## src/rtl/core/mexp_pkg.sv

```systemverilog
// ----------------------------------------------------------------------------
// mexp_pkg
// Shared widths, controller states and the command/status bundles that join
// the exponentiation controller to its datapath.
// ----------------------------------------------------------------------------
package mexp_pkg;

  localparam int WIDTH = 32;
  localparam int CNT_W = $clog2(WIDTH);

  typedef enum logic [2:0] {
    S_IDLE,
    S_RED,
    S_CHECK,
    S_MUL,
    S_SQ_START,
    S_SQR,
    S_DONE
  } mexp_state_t;

  // operand routing for a modular multiply
  typedef enum logic {
    SEL_MULT,
    SEL_SQR
  } mexp_sel_t;

  typedef struct packed {
    logic      load;
    logic      start;
    mexp_sel_t sel;
    logic      step;
    logic      shift_exp;
    logic      publish;
  } mexp_cmd_t;

  typedef struct packed {
    logic mul_last;
    logic exp_bit;
    logic exp_zero;
  } mexp_status_t;

endpackage

```

## src/rtl/core/mexp_if.sv

```systemverilog
// ----------------------------------------------------------------------------
// mexp interfaces
// Valid/ready channels for exponentiation requests and results.
// ----------------------------------------------------------------------------
interface mexp_in_if;
  import mexp_pkg::*;

  logic             valid;
  logic             ready;
  logic [WIDTH-1:0] base;
  logic [WIDTH-1:0] exponent;

  modport source (output valid, output base, output exponent, input ready);
  modport sink   (input valid, input base, input exponent, output ready);
endinterface

interface mexp_out_if;
  import mexp_pkg::*;

  logic             valid;
  logic             ready;
  logic [WIDTH-1:0] result;

  modport source (output valid, output result, input ready);
  modport sink   (input valid, input result, output ready);
endinterface

```

## src/rtl/core/mexp_dp.sv

```systemverilog
// ----------------------------------------------------------------------------
// mexp_dp
// Exponentiation datapath: running product, square, exponent shifter and a
// bit-serial reducing multiplier with a result register.
// ----------------------------------------------------------------------------
module mexp_dp (
  input  logic                           clk,
  input  mexp_pkg::mexp_cmd_t            cmd,
  input  logic [mexp_pkg::WIDTH-1:0]     modulus,
  input  logic [mexp_pkg::WIDTH-1:0]     base,
  input  logic [mexp_pkg::WIDTH-1:0]     exponent,
  output mexp_pkg::mexp_status_t         status,
  output logic [mexp_pkg::WIDTH-1:0]     result
);
  import mexp_pkg::*;

  localparam logic [CNT_W-1:0] CNT_LAST = CNT_W'(WIDTH - 1);

  // (x + y) mod m for x, y < m; m is one bit wider so zero means 2^WIDTH
  function automatic logic [WIDTH-1:0] add_mod(input logic [WIDTH-1:0] x,
                                               input logic [WIDTH-1:0] y,
                                               input logic [WIDTH:0]   m);
    logic [WIDTH:0] s;
    logic [WIDTH:0] d;
    s = {1'b0, x} + {1'b0, y};
    d = s - m;
    add_mod = (s >= m) ? d[WIDTH-1:0] : s[WIDTH-1:0];
  endfunction

  logic [WIDTH:0]   mext;
  logic [WIDTH-1:0] acc;
  logic [WIDTH-1:0] sq;
  logic [WIDTH-1:0] exp_sr;
  logic [WIDTH-1:0] mul_a;
  logic [WIDTH-1:0] mul_b;
  logic [WIDTH-1:0] macc;
  logic [WIDTH-1:0] macc_next;
  logic [WIDTH-1:0] dbl;
  logic [CNT_W-1:0] cnt;
  logic             dest_acc;
  logic             mod_one;

  assign mod_one = (modulus == WIDTH'(1));

  // one multiplier bit a cycle, most significant first
  always_comb begin
    dbl       = add_mod(macc, macc, mext);
    macc_next = mul_b[WIDTH-1] ? add_mod(dbl, mul_a, mext) : dbl;
  end

  always_ff @(posedge clk) begin
    if (cmd.load) begin
      mext     <= {(modulus == '0), modulus};
      // reduce the base by multiplying it with one
      mul_a    <= mod_one ? '0 : WIDTH'(1);
      mul_b    <= base;
      macc     <= '0;
      cnt      <= '0;
      dest_acc <= 1'b0;
      exp_sr   <= exponent;
      // a zero exponent gives one and is never reduced
      acc      <= (exponent == '0 || !mod_one) ? WIDTH'(1) : '0;
    end else if (cmd.start) begin
      mul_a    <= (cmd.sel == SEL_MULT) ? acc : sq;
      mul_b    <= sq;
      macc     <= '0;
      cnt      <= '0;
      dest_acc <= (cmd.sel == SEL_MULT);
    end else if (cmd.step) begin
      macc  <= macc_next;
      mul_b <= {mul_b[WIDTH-2:0], 1'b0};
      cnt   <= cnt + CNT_W'(1);
      if (cnt == CNT_LAST) begin
        if (dest_acc) begin
          acc <= macc_next;
        end else begin
          sq <= macc_next;
        end
      end
    end
    if (cmd.shift_exp) begin
      exp_sr <= {1'b0, exp_sr[WIDTH-1:1]};
    end
    if (cmd.publish) begin
      result <= acc;
    end
  end

  assign status.mul_last = (cnt == CNT_LAST);
  assign status.exp_bit  = exp_sr[0];
  assign status.exp_zero = (exp_sr == '0);

endmodule

```

## src/rtl/core/mexp_ctrl.sv

```systemverilog
// ----------------------------------------------------------------------------
// mexp_ctrl
// Sequencer for square and multiply: walks the exponent bits, issues
// multiplier commands and holds the result-valid flag.
// ----------------------------------------------------------------------------
module mexp_ctrl (
  input  logic                   clk,
  input  logic                   rst,
  input  logic                   in_valid,
  output logic                   in_ready,
  output logic                   out_valid,
  input  logic                   out_ready,
  input  mexp_pkg::mexp_status_t status,
  output mexp_pkg::mexp_cmd_t    cmd
);
  import mexp_pkg::*;

  mexp_state_t state;
  mexp_state_t state_next;
  logic        can_publish;

  assign can_publish = !out_valid || out_ready;

  always_ff @(posedge clk) begin
    if (rst) begin
      state     <= S_IDLE;
      out_valid <= 1'b0;
    end else begin
      state <= state_next;
      if (cmd.publish) begin
        out_valid <= 1'b1;
      end else if (out_ready) begin
        out_valid <= 1'b0;
      end
    end
  end

  always_comb begin
    state_next = state;
    unique case (state)
      S_IDLE: begin
        if (in_valid) state_next = S_RED;
      end
      S_RED: begin
        if (status.mul_last) state_next = S_CHECK;
      end
      S_CHECK: begin
        if (status.exp_zero)     state_next = S_DONE;
        else if (status.exp_bit) state_next = S_MUL;
        else                     state_next = S_SQR;
      end
      S_MUL: begin
        if (status.mul_last) state_next = S_SQ_START;
      end
      S_SQ_START: state_next = S_SQR;
      S_SQR: begin
        if (status.mul_last) state_next = S_CHECK;
      end
      S_DONE: begin
        if (can_publish) state_next = S_IDLE;
      end
      default: state_next = S_IDLE;
    endcase
  end

  always_comb begin
    in_ready      = 1'b0;
    cmd.load      = 1'b0;
    cmd.start     = 1'b0;
    cmd.sel       = SEL_SQR;
    cmd.step      = 1'b0;
    cmd.shift_exp = 1'b0;
    cmd.publish   = 1'b0;
    unique case (state)
      S_IDLE: begin
        in_ready = 1'b1;
        cmd.load = in_valid;
      end
      S_RED, S_MUL: cmd.step = 1'b1;
      S_CHECK: begin
        cmd.start = !status.exp_zero;
        cmd.sel   = status.exp_bit ? SEL_MULT : SEL_SQR;
      end
      S_SQ_START: cmd.start = 1'b1;
      S_SQR: begin
        cmd.step      = 1'b1;
        cmd.shift_exp = status.mul_last;
      end
      S_DONE: cmd.publish = can_publish;
      default: ;
    endcase
  end

endmodule

```

## src/rtl/core/modular_exponentiation.sv

```systemverilog
// ----------------------------------------------------------------------------
// modular_exponentiation
// base^exponent mod modulus by right-to-left square and multiply.
// ----------------------------------------------------------------------------
// One request at a time. Every modular multiply runs on a single bit-serial
// reducing multiplier, one multiplier bit a cycle. A request first reduces the
// base, then for each exponent bit up to the highest set bit multiplies the
// running product by the square (set bits only) and squares the square, then
// hands over the result; with a zero exponent the bit loop is skipped. A
// finished result waits in an output register, so the next request is taken
// while it is still unread. A modulus of zero acts as 2^32.
// Write the modulus only while no request is in flight.
// ----------------------------------------------------------------------------
module modular_exponentiation (
  input  logic                         clk,
  input  logic                         rst,
  input  logic                         cfg_wr_en,
  input  logic [mexp_pkg::WIDTH-1:0]   cfg_wr_data,
  mexp_in_if.sink                      in_req,
  mexp_out_if.source                   out_rsp
);
  import mexp_pkg::*;

  logic [WIDTH-1:0] modulus;
  mexp_cmd_t        cmd;
  mexp_status_t     status;

  always_ff @(posedge clk) begin
    if (rst) begin
      modulus <= WIDTH'(1);
    end else if (cfg_wr_en) begin
      modulus <= cfg_wr_data;
    end
  end

  mexp_ctrl u_ctrl (
    .clk       (clk),
    .rst       (rst),
    .in_valid  (in_req.valid),
    .in_ready  (in_req.ready),
    .out_valid (out_rsp.valid),
    .out_ready (out_rsp.ready),
    .status    (status),
    .cmd       (cmd)
  );

  mexp_dp u_dp (
    .clk      (clk),
    .cmd      (cmd),
    .modulus  (modulus),
    .base     (in_req.base),
    .exponent (in_req.exponent),
    .status   (status),
    .result   (out_rsp.result)
  );

`ifndef SYNTHESIS
  a_busy_after_accept: assert property (@(posedge clk) disable iff (rst)
    in_req.valid && in_req.ready |=> !in_req.ready)
    else $error("request taken while a previous one is in flight");

  a_no_overwrite: assert property (@(posedge clk) disable iff (rst)
    cmd.publish |-> !out_rsp.valid || out_rsp.ready)
    else $error("unread result overwritten");

  a_result_reduced: assert property (@(posedge clk) disable iff (rst)
    out_rsp.valid && modulus != WIDTH'(0) && modulus != WIDTH'(1)
      |-> out_rsp.result < modulus)
    else $error("result not reduced by the modulus");
`endif

endmodule
```

## src/flat_wrapper.sv

```systemverilog
// flat-port wrapper written by rule: the top's interface ports become plain ports
module modular_exponentiation_flat import mexp_pkg::*;
  (clk, rst, cfg_wr_en, cfg_wr_data, in_req_valid, in_req_base, in_req_exponent, in_req_ready, out_rsp_valid, out_rsp_result, out_rsp_ready);
  mexp_in_if in_req_i ();
  mexp_out_if out_rsp_i ();
  input  logic clk;
  input  logic rst;
  input  logic cfg_wr_en;
  input  logic [mexp_pkg::WIDTH-1:0] cfg_wr_data;
  input wire logic [$bits(in_req_i.valid)-1:0] in_req_valid;
  input wire logic [$bits(in_req_i.base)-1:0] in_req_base;
  input wire logic [$bits(in_req_i.exponent)-1:0] in_req_exponent;
  output wire logic [$bits(in_req_i.ready)-1:0] in_req_ready;
  output wire logic [$bits(out_rsp_i.valid)-1:0] out_rsp_valid;
  output wire logic [$bits(out_rsp_i.result)-1:0] out_rsp_result;
  input wire logic [$bits(out_rsp_i.ready)-1:0] out_rsp_ready;
  assign in_req_i.valid = in_req_valid;
  assign in_req_i.base = in_req_base;
  assign in_req_i.exponent = in_req_exponent;
  assign in_req_ready = in_req_i.ready;
  assign out_rsp_valid = out_rsp_i.valid;
  assign out_rsp_result = out_rsp_i.result;
  assign out_rsp_i.ready = out_rsp_ready;
  modular_exponentiation u_core (.clk(clk), .rst(rst), .cfg_wr_en(cfg_wr_en), .cfg_wr_data(cfg_wr_data), .in_req(in_req_i), .out_rsp(out_rsp_i));
endmodule
```

## config.mk

```make
export PLATFORM = sky130hd
export DESIGN_NAME = modular_exponentiation_flat
export DESIGN_NICKNAME = d
export VERILOG_FILES = /design/src/rtl/core/mexp_pkg.sv /design/src/rtl/core/mexp_if.sv /design/src/rtl/core/mexp_dp.sv /design/src/rtl/core/mexp_ctrl.sv /design/src/rtl/core/modular_exponentiation.sv /design/src/flat_wrapper.sv
export SDC_FILE = /design/constraint.sdc
export NUM_CORES = 1
export LEC_CHECK = 0
export BUFFER_PORTS_ARGS = -buffer_cell sky130_fd_sc_hd__buf_2
export CAP_MARGIN = 25
export CORE_ASPECT_RATIO = 1.2
export CORE_MARGIN = 2
export CORE_UTILIZATION = 50
export CTS_CLUSTER_SIZE = 40
export DETAILED_ROUTE_END_ITERATION = 8
export PLACE_DENSITY_LB_ADDON = 0.2
export SLEW_MARGIN = 20
export SYNTH_ARGS = -nofsm -noshare
export SYNTH_HDL_FRONTEND = slang
export SYNTH_HIERARCHICAL = 1
export SYNTH_SLANG_ARGS = --single-unit
```

## constraint.sdc

```tcl
create_clock -name clk -period 10.6 [get_ports clk]
set_clock_uncertainty 0.1 [all_clocks]
set_input_delay 2.12 -clock clk [delete_from_list [all_inputs] [get_ports clk]]
set_output_delay 2.12 -clock clk [all_outputs]
set_load 0.005 [all_outputs]
```

==> flow_summary.toml <==
[logic_synthesis]
synthesis.area_um2 = 18230
ys_types = 85
synthCells = 1794
synthesis.nets = 1998
yosys_register_bits = 299
avgSynthCellArea_um2 = 10.16
yosysSeqAreaShare_pct = 45.14
synthArstFlopShare_pct = 0
synth-edff-count = 224
dominantRegCellSynth = "edfxtp_1"
yosysWarningCount = 6

[setup_path]
endpoint_kind = "register"
cp_slowest_stage_delay_ns = 0.87
critPathMaxFanout = 17
cp_slowest_cell = "a2111oi_0"
critPathKind = "register to register"
cp_data_required_time_ns = 10.95
cp_num_buf_inv = 2
arrival_ns = 9.67
crit_path_start_kind = "register"
critPathTopFamily = "compound AO/OA/AOI/OAI gates"

[clock_network]
cts_setup_buffers = 0
cts-htree-levels = 2
cts_hold_buf = 0
clockRootBuffer = "clkbuf_16"
cts_resized = 0
clock_latency_ns = 0.53
clk_pin_slew_ns = 0.06
cts_tree = "yes"
numCtsBuffers = 35
cts_buffer_depth = 3
cts.sinks = 299

[routing]
ant_nets = 0
wl_per_cell_um = 21.35
via_per_inst = 5.935
vias = 14200
drc = 0
routed_wl_um = 51090
drt_iter0_markers = 1320
drt_pass1_iterations = 5

[sta]
timing.slew.headroom_pct = 33.20
finalCritPeriodShare_pct = 87.92
hold_viol_final = 0
fmax_ghz = 0.1073
finalSetupViolCount = 0
timing.setup.tns_ns = 0
drv_slew = 0
worstMarginPinSlew_ns = 0.9768
layout_min_cycle_time_ns = 9.320
grt_setup_unrepaired = "no"

[worst_hold_path]
hold_class = "register to register"

[floorplan]
rows = 76
initial_core_util_pct = 50.71
ios = 135
die_area_um2 = 38000
die_y_um = 213.2
fp.dieW_um = 178.3
core_area_um2 = 35940

[placed_design]
portBuffers = 134
gp_congestion = 1.076
dp_hpwl_um = 38890

[grt]
antenna_found_initial = 1
grt_usage_pct = 26.73
grt_max_degree = 90
grt_pass1_wl_um = 77580
grt_pass1_vias = 13560
grt-ovfl-total = 0

[layout]
fin_nets = 2102
drive_above_1_share_pct = 15.90
area_growth_pct = 12.08
diodes = 0

[outcome]
outcome = "complete, no violations"

[flow_run]
maxCapViolations = 0
==> cells in the final DEF (no fill, tap or decap), types with 22 or more instances in the layout <==
cell type / count
a211oi_1: 22
inv_1: 86
mux2_2: 52
mux2i_1: 122
nor2_1: 169
o21ai_0: 119
xor2_1: 30
edfxtp_1: 224
nor4_1: 24
ha_1: 100
nand2_1: 133
a21o_1: 33
dfxtp_1: 75
nor3_1: 24
a21oi_1: 111
xnor2_1: 52
buf_2: 134
nor2b_1: 23
clkbuf_16: 38
nand4_1: 25
==> area by class of cell <==
class	count	area, um2
Inverter	87	326.6
Tap cell	468	585.6
Fill cell	3140	15520
Sequential cell	299	8228
Multi-Input combinational cell	1321	9284
Clock buffer	43	969.7
Timing Repair Buffer	154	820.8
Clock inverter	21	214.0
==> per-layer routing <==
| layer | vias to the layer above | part of all wire (%) | track usage (%) |
|---|---|---|---|
| met5 | - | 0.027 | 0 |
| met4 | 2 | 2.3 | 7.766 |
| met3 | 71 | 7.1 | 3.561 |
| met2 | 544 | 45 | 41.47 |
| met1 | 6757 | 46 | 39.05 |
| li1 | 6828 | - | - |
==> registers in the layout, indices dropped and copies added, names as in the netlist <==
name                     count
u_core/u_dp/mul_b           32
u_core/u_dp/acc             32
u_core/u_dp/exp_sr          32
u_core/u_ctrl/out_valid      1
u_core/modulus              32
u_core/u_dp/sq              32
u_core/u_dp/mext            33
u_core/u_dp/cnt              5
u_core/u_dp/macc            32
u_core/u_dp/result          32
u_core/u_ctrl/state          3
u_core/u_dp/mul_a           32
u_core/u_dp/dest_acc         1
==> cells in the mapped netlist (25+ instances only) <==
cell	instances	area, um2
nor2_1	171	641.9
xnor2_1	52	455.4
mux2i_1	122	1221
nand4_1	25	156.4
nand2_1	133	499.2
xor2_1	30	262.8
a21oi_1	114	570.6
mux2_2	52	585.6
clkbuf_1	61	229.0
ha_1	100	1251
edfxtp_1	224	6726
o21ai_0	119	595.6
a21o_1	33	247.7
inv_1	87	326.6
dfxtp_1	75	1501
nor3_1	26	130.1
==> stage by stage <==
| stage | worst slack (ns) | cells | utilization [%] | instance area (um2) | hold slack, ns |
|---|---|---|---|---|---|
| final | 1.280 | 2393 | 56.83 | 20430 | 0.3477 |
| after global routing | 0.7539 | 2393 | 56.83 | 20430 | 0.3512 |
| after CTS | 1.402 | 2393 | 56.83 | 20430 | 0.3475 |
| after detailed placement | 1.471 | 2329 | 53.54 | 19240 | 0.3324 |
| after global placement | 1.558 | 2329 | 53.54 | 19240 | 0.3253 |
| after floorplan | 3.085 | 1794 | - | 18230 | 0.3180 |
==> path summary, 6_finish.rpt <==
| check | slack, ns | depth (start not counted) | end | from |
|---|---|---|---|---|
| worst min-delay path | 0.35 | 0 | u_core/u_dp/result[0]$_DFFE_PP_ | u_core/u_dp/acc[0]$_DFFE_PP_ |
| worst max register to register | 1.28 | 30 | u_core/u_dp/macc[6]$_SDFFE_PP0P_ | u_core/u_dp/mext[2]$_DFFE_PP_ |
| worst max-delay path | 1.28 | 30 | u_core/u_dp/macc[6]$_SDFFE_PP0P_ | u_core/u_dp/mext[2]$_DFFE_PP_ |
| worst min register to register | 0.35 | 0 | u_core/u_dp/result[0]$_DFFE_PP_ | u_core/u_dp/acc[0]$_DFFE_PP_ |
==> kinds of logic after synthesis <==
group | count (synthesis) | share of synthesized area (%)
mux | 175 | 9.995
buf+inv | 174 | 4.187
flops | 299 | 45.14
fa+ha+maj | 103 | 7.194
simple gates | 511 | 13.49
xor+xnor | 82 | 3.940
compound gates | 450 | 16.05
Power is not shown: default switching activity piles up to over one toggle a cycle in this logic, so the estimate is an artifact.
